**src/hw/rtl/limit_order_matcher_top_assert.svh**
```systemverilog
// Assertion macros used by the order matcher controller.
// Included by the controller; no other dependencies.
`ifndef LIMIT_ORDER_MATCHER_TOP_ASSERT_SVH
`define LIMIT_ORDER_MATCHER_TOP_ASSERT_SVH

// Implication that must hold whenever out of reset.
`define LOM_ASSERT_IMPL(label, clk, rst_n, ante, cons) \
    label: assert property (@(posedge clk) disable iff (!rst_n) (ante) |-> (cons)) \
        else $error("assertion failed");

// Implication checked on the following cycle.
`define LOM_ASSERT_NEXT(label, clk, rst_n, ante, cons) \
    label: assert property (@(posedge clk) disable iff (!rst_n) (ante) |=> (cons)) \
        else $error("assertion failed");

`endif

```
**src/hw/rtl/lom_pkg.sv**
```systemverilog
// Package for the limit order matcher: constants, result kinds, control structs.
// No dependencies.
`default_nettype none
package lom_pkg;
    localparam int BookDepthDefault  = 32;
    localparam int NumSymbolsDefault = 8;

    localparam int SymW   = 3;
    localparam int IdW    = 32;
    localparam int PriceW = 20;
    localparam int QtyW   = 24;
    localparam int UserW  = 16;
    localparam int TimeW  = 32;
    localparam int KindW  = 3;
    localparam int TnumW  = 32;

    localparam logic [KindW-1:0] KIND_TRADE    = 3'd0;
    localparam logic [KindW-1:0] KIND_DONE     = 3'd1;
    localparam logic [KindW-1:0] KIND_FULL     = 3'd2;
    localparam logic [KindW-1:0] KIND_CANCEL   = 3'd3;
    localparam logic [KindW-1:0] KIND_NOTFOUND = 3'd4;

    localparam logic CMD_SUBMIT = 1'b0;
    localparam logic CMD_CANCEL = 1'b1;

    // Controller to datapath commands
    typedef struct packed {
        logic load;      // capture input item
        logic scan;      // run one best/cancel/free search
        logic trade;     // apply the searched trade, build trade result
        logic cancel;    // free found entry, build cancel result
        logic finish;    // rest remainder or reject, build final result
        logic out_load;  // move built result into output register
    } lom_cmd_t;

    // Datapath to controller status
    typedef struct packed {
        logic is_cancel;
        logic rem_zero;
        logic best_found;
    } lom_stat_t;
endpackage
`default_nettype wire

```
**src/hw/rtl/lom_ctrl.sv**
```systemverilog
// Sequencer of the order matcher: handshakes and per-item step order.
// Depends on lom_pkg and limit_order_matcher_top_assert.svh.
`default_nettype none
`include "limit_order_matcher_top_assert.svh"
module lom_ctrl (
    input  wire                    clk,
    input  wire                    rst_n,
    input  wire                    in_valid,
    output logic                   in_stall,
    output logic                   out_valid,
    input  wire                    out_stall,
    input  wire lom_pkg::lom_stat_t stat,
    output lom_pkg::lom_cmd_t      cmd
);
    localparam logic [2:0] S_IDLE  = 3'd0;
    localparam logic [2:0] S_SCAN  = 3'd1;
    localparam logic [2:0] S_DEC   = 3'd2;
    localparam logic [2:0] S_BUILT = 3'd3;

    logic [2:0] state_reg, state_next;
    logic       ovalid_reg, ovalid_next;
    logic       lastb_reg, lastb_next;   // built result ends the item

    logic out_free;
    assign out_free = !ovalid_reg || !out_stall;

    always_comb
    begin
        state_next  = state_reg;
        ovalid_next = ovalid_reg && out_stall;
        lastb_next  = lastb_reg;
        cmd         = '0;
        in_stall    = 1'b1;
        case (state_reg)
            S_IDLE:
            begin
                in_stall = 1'b0;
                if (in_valid)
                begin
                    cmd.load   = 1'b1;
                    state_next = S_SCAN;
                end
            end
            S_SCAN:
            begin
                cmd.scan   = 1'b1;
                state_next = S_DEC;
            end
            S_DEC:
            begin
                if (stat.is_cancel)
                begin
                    cmd.cancel = 1'b1;
                    lastb_next = 1'b1;
                end
                else if (!stat.rem_zero && stat.best_found)
                begin
                    cmd.trade  = 1'b1;
                    lastb_next = 1'b0;
                end
                else
                begin
                    cmd.finish = 1'b1;
                    lastb_next = 1'b1;
                end
                state_next = S_BUILT;
            end
            S_BUILT:
            begin
                if (out_free)
                begin
                    cmd.out_load = 1'b1;
                    ovalid_next  = 1'b1;
                    state_next   = lastb_reg ? S_IDLE : S_SCAN;
                end
            end
            default:
                state_next = S_IDLE;
        endcase
    end

    always_ff @(posedge clk or negedge rst_n)
    begin
        if (!rst_n)
        begin
            state_reg  <= S_IDLE;
            ovalid_reg <= 1'b0;
            lastb_reg  <= 1'b0;
        end
        else
        begin
            state_reg  <= state_next;
            ovalid_reg <= ovalid_next;
            lastb_reg  <= lastb_next;
        end
    end

    assign out_valid = ovalid_reg;

    `LOM_ASSERT_IMPL(a_one_step, clk, rst_n, 1'b1,
        $countones({cmd.trade, cmd.cancel, cmd.finish}) <= 1)
    `LOM_ASSERT_IMPL(a_load_idle, clk, rst_n, cmd.load, state_reg == S_IDLE)
    `LOM_ASSERT_NEXT(a_out_set, clk, rst_n, cmd.out_load, out_valid)
    `LOM_ASSERT_IMPL(a_no_overwrite, clk, rst_n, out_valid && out_stall, !cmd.out_load)
endmodule
`default_nettype wire
```
**config.mk**
```make
export PLATFORM = sky130hd
export DESIGN_NAME = lom_ctrl
export DESIGN_NICKNAME = d
export VERILOG_FILES = /design/src/hw/rtl/lom_pkg.sv /design/src/hw/rtl/lom_ctrl.sv
export VERILOG_INCLUDE_DIRS = /design/src /design/src/hw/rtl
export SDC_FILE = /design/constraint.sdc
export NUM_CORES = 1
export LEC_CHECK = 0
export BUFFER_PORTS_ARGS = -buffer_cell sky130_fd_sc_hd__buf_2
export CAP_MARGIN = 25
export CORE_AREA = 2 2 39 41
export CTS_CLUSTER_SIZE = 30
export DETAILED_ROUTE_END_ITERATION = 16
export DIE_AREA = 0 0 41 43
export PLACE_DENSITY = 0.48
export SYNTH_ARGS = -nofsm -noshare
export SYNTH_HDL_FRONTEND = slang
export SYNTH_SLANG_ARGS = --single-unit
export TNS_END_PERCENT = 30
```
**constraint.sdc**
```tcl
create_clock -name clk -period 1.64 [get_ports clk]
set_input_delay 0.164 -clock clk [delete_from_list [all_inputs] [get_ports clk]]
set_output_delay 0.164 -clock clk [all_outputs]
set_load 0.03 [all_outputs]
```
==> impl_metrics.toml <==
[clocking]
root_buffer = "clkbuf_4"
hold_buffers = 1
cts.clk_slew.worst_paths_ps = 40
htree_num_levels = 1
cts_setup_buffers = 0
clk_path_buf_depth = 2
cts_resized = 0
cts_tree = "yes"
clkSinkCount = 4
clk_latency_ps = 230
cts_buffers = 3

[timing]
period_needed_ps = 1520
slew_headroom_pct = 89.7
hold_viol = 0
setup_viol = 0
max_freq_mhz = 657
fin_skew_ps = 0.455
fin_crit_sh_pct = 92.8
rsz0062_at_grt = "no"
fin_tns_setup_ps = 0
worst_pin_slew_ps = 153
fin_ws_ps = 117
slew_viol_final = 0

[finish]
layoutNonFillerInstCount = 60
layout_commonest_cell = "buf_2"
multi_input_area_um2 = 156
n_antenna_cell = 0
syn2layout_area_growth_pct = 45.8
largest_reg_flops = 2
drive_gt1_share_pct = 45.5
regArea_um2 = 100
final_cell_mix = "buf_2, ha_1, dfrtp_1"
n_fill_cell = 145
nNetsFinal = 57

[critical_path]
crit_type = "flip-flop to output pin"
path_cells = "inv_1 -> ha_1 -> nor3b_1 -> buf_2"
max_stage_delay_ps = 400
critPathMaxFanout = 5
crit_path_end_kind = "output pin"
cp-start-kind = "flip-flop"
critical_path_arrival_ps = 1360
worst_ep_required_time_ps = 1480
slowest_stage = "dfrtp_1"

[yosys]
netlist_instances = 26
ys_warn_count = 0
ys_seq_elements = 4
synth_area_um2 = 268
synth_nets = 37
synth_cell_types = 16
syn_avg_cell_area_um2 = 10.3
yosys.area.top_type_share_pct = 37.4
ys_seq_area_share_pct = 37.4
synthTopCellsByArea = "dfrtp_1, ha_1, mux2_4"
yosysTopAreaCell = "dfrtp_1"

[placed_design]
pre_cts_ws_ps = 291
globalplace.congestion = 0.593
port_buffers = 14
dp_cells = 56

[floorplan]
dieArea_um2 = 1760
start_util_pct = 19.3
io_pins = 15
coreArea_um2 = 1380
dieHeight_um = 43
die_width_um = 41
rows = 14

[drt]
vias = 246
post_drt_wl_per_cell_um = 8.43
drc = 0
viasPerCell = 4.10
drtAntennaViolNets = 0
drtIter0Drc = 4
firstDrtPassIters = 4
routed_wl_um = 506

[grt]
grt_overflow = 0
antenna_found_initial = 0
grt_max_degree = 6
grt_usage_pct = 6.96
grt_pass1_wl_um = 779
grt_pass1_vias = 202

[power]
powerDensity_nw_per_um2 = 2000
p_leak_nw = 0.216
ir_drop_uv = 628

[status]
status = "completed"

[job]
maxCapViolCount = 0

[worst_hold_path]
hp-class = "primary input to flip-flop"
## metal layers
metal	vias to the layer above	global-route usage (%)	share of wire [%]	wire, um
met3	0	4.71	14	72
met5	-	0	0	0
li1	123	-	-	-
met1	111	7.52	42	210
met2	12	10.6	44	223
met4	0	2.00	0	0
## path summary, 6_finish.rpt
| check | end | from | cells after the start | slack, ps |
|---|---|---|---|---|
| setup / recovery | cmd[1] | state_reg[0]$_DFFE_PN0P_ | 4 | 120 |
| hold / removal | out_valid$_DFF_PN0_ | out_stall | 3 | 190 |
| setup reg to reg | state_reg[1]$_DFFE_PN0P_ | state_reg[0]$_DFFE_PN0P_ | 5 | 300 |
| hold reg to reg | lastb_reg$_DFFE_PN0P_ | lastb_reg$_DFFE_PN0P_ | 2 | 490 |
| max in group asynchronous | state_reg[0]$_DFFE_PN0P_ | rst_n | 2 | 1260 |
| min in group asynchronous | state_reg[1]$_DFFE_PN0P_ | rst_n | 2 | 270 |
## layout make-up
| class | instances | area share, % |
|---|---|---|
| flip-flops and latches | 4 | 25.6 |
| well taps | 16 | 5.13 |
| clock buffers | 3 | 5.77 |
| multi-input cells | 19 | 40.1 |
| repair buffers | 15 | 20.5 |
| inverters | 3 | 2.88 |
## kinds of logic (layout without fill, tap and decap cells)
logic type | count (synthesis) | count (layout) | share of synthesized area, %
simple gates | 11 | 11 | 24.3
fa+ha+maj | 4 | 4 | 18.7
flops | 4 | 4 | 37.4
compound gates | 3 | 3 | 9.81
buf+inv | 3 | 21 | 4.21
mux | 1 | 1 | 5.61
## through the flow
stage	hold slack [ps]	area, um^2	util, %	power [mW]
after floorplan	-132	268	-	0.553
after global placement	-21.5	358	25.9	0.669
after detailed placement	-26.9	358	25.9	0.672
after CTS	198	390	28.2	0.798
after global routing	254	390	28.2	0.853
final	193	390	28.2	0.782
## Yosys cell counts (all sizes together)
cell    instances
a21boi          1
and2            3
and3b           1
dfrtp           4
ha              4
inv             3
mux2            1
nand2           1
nand2b          1
nand3           1
nor2            2
nor2b           1
nor3b           1
o21a            1
o32a            1
## critical path: cells and delay by family (launching register included)
family,cells,cell delay [ps]
flip-flops,1,400
AND/OR/NAND/NOR,1,180
buffers and inverters,2,310
adder cells (fa/ha/maj),1,230
## power by group
group | total, mW | internal [mW] | switching, mW
combinational | 0.472 | 0.195 | 0.278
sequential | 0.193 | 0.150 | 0.0423
clock | 0.117 | 0.0816 | 0.0359
total | 0.782 | 0.426 | 0.356
Power figures use the tool's default switching activity.
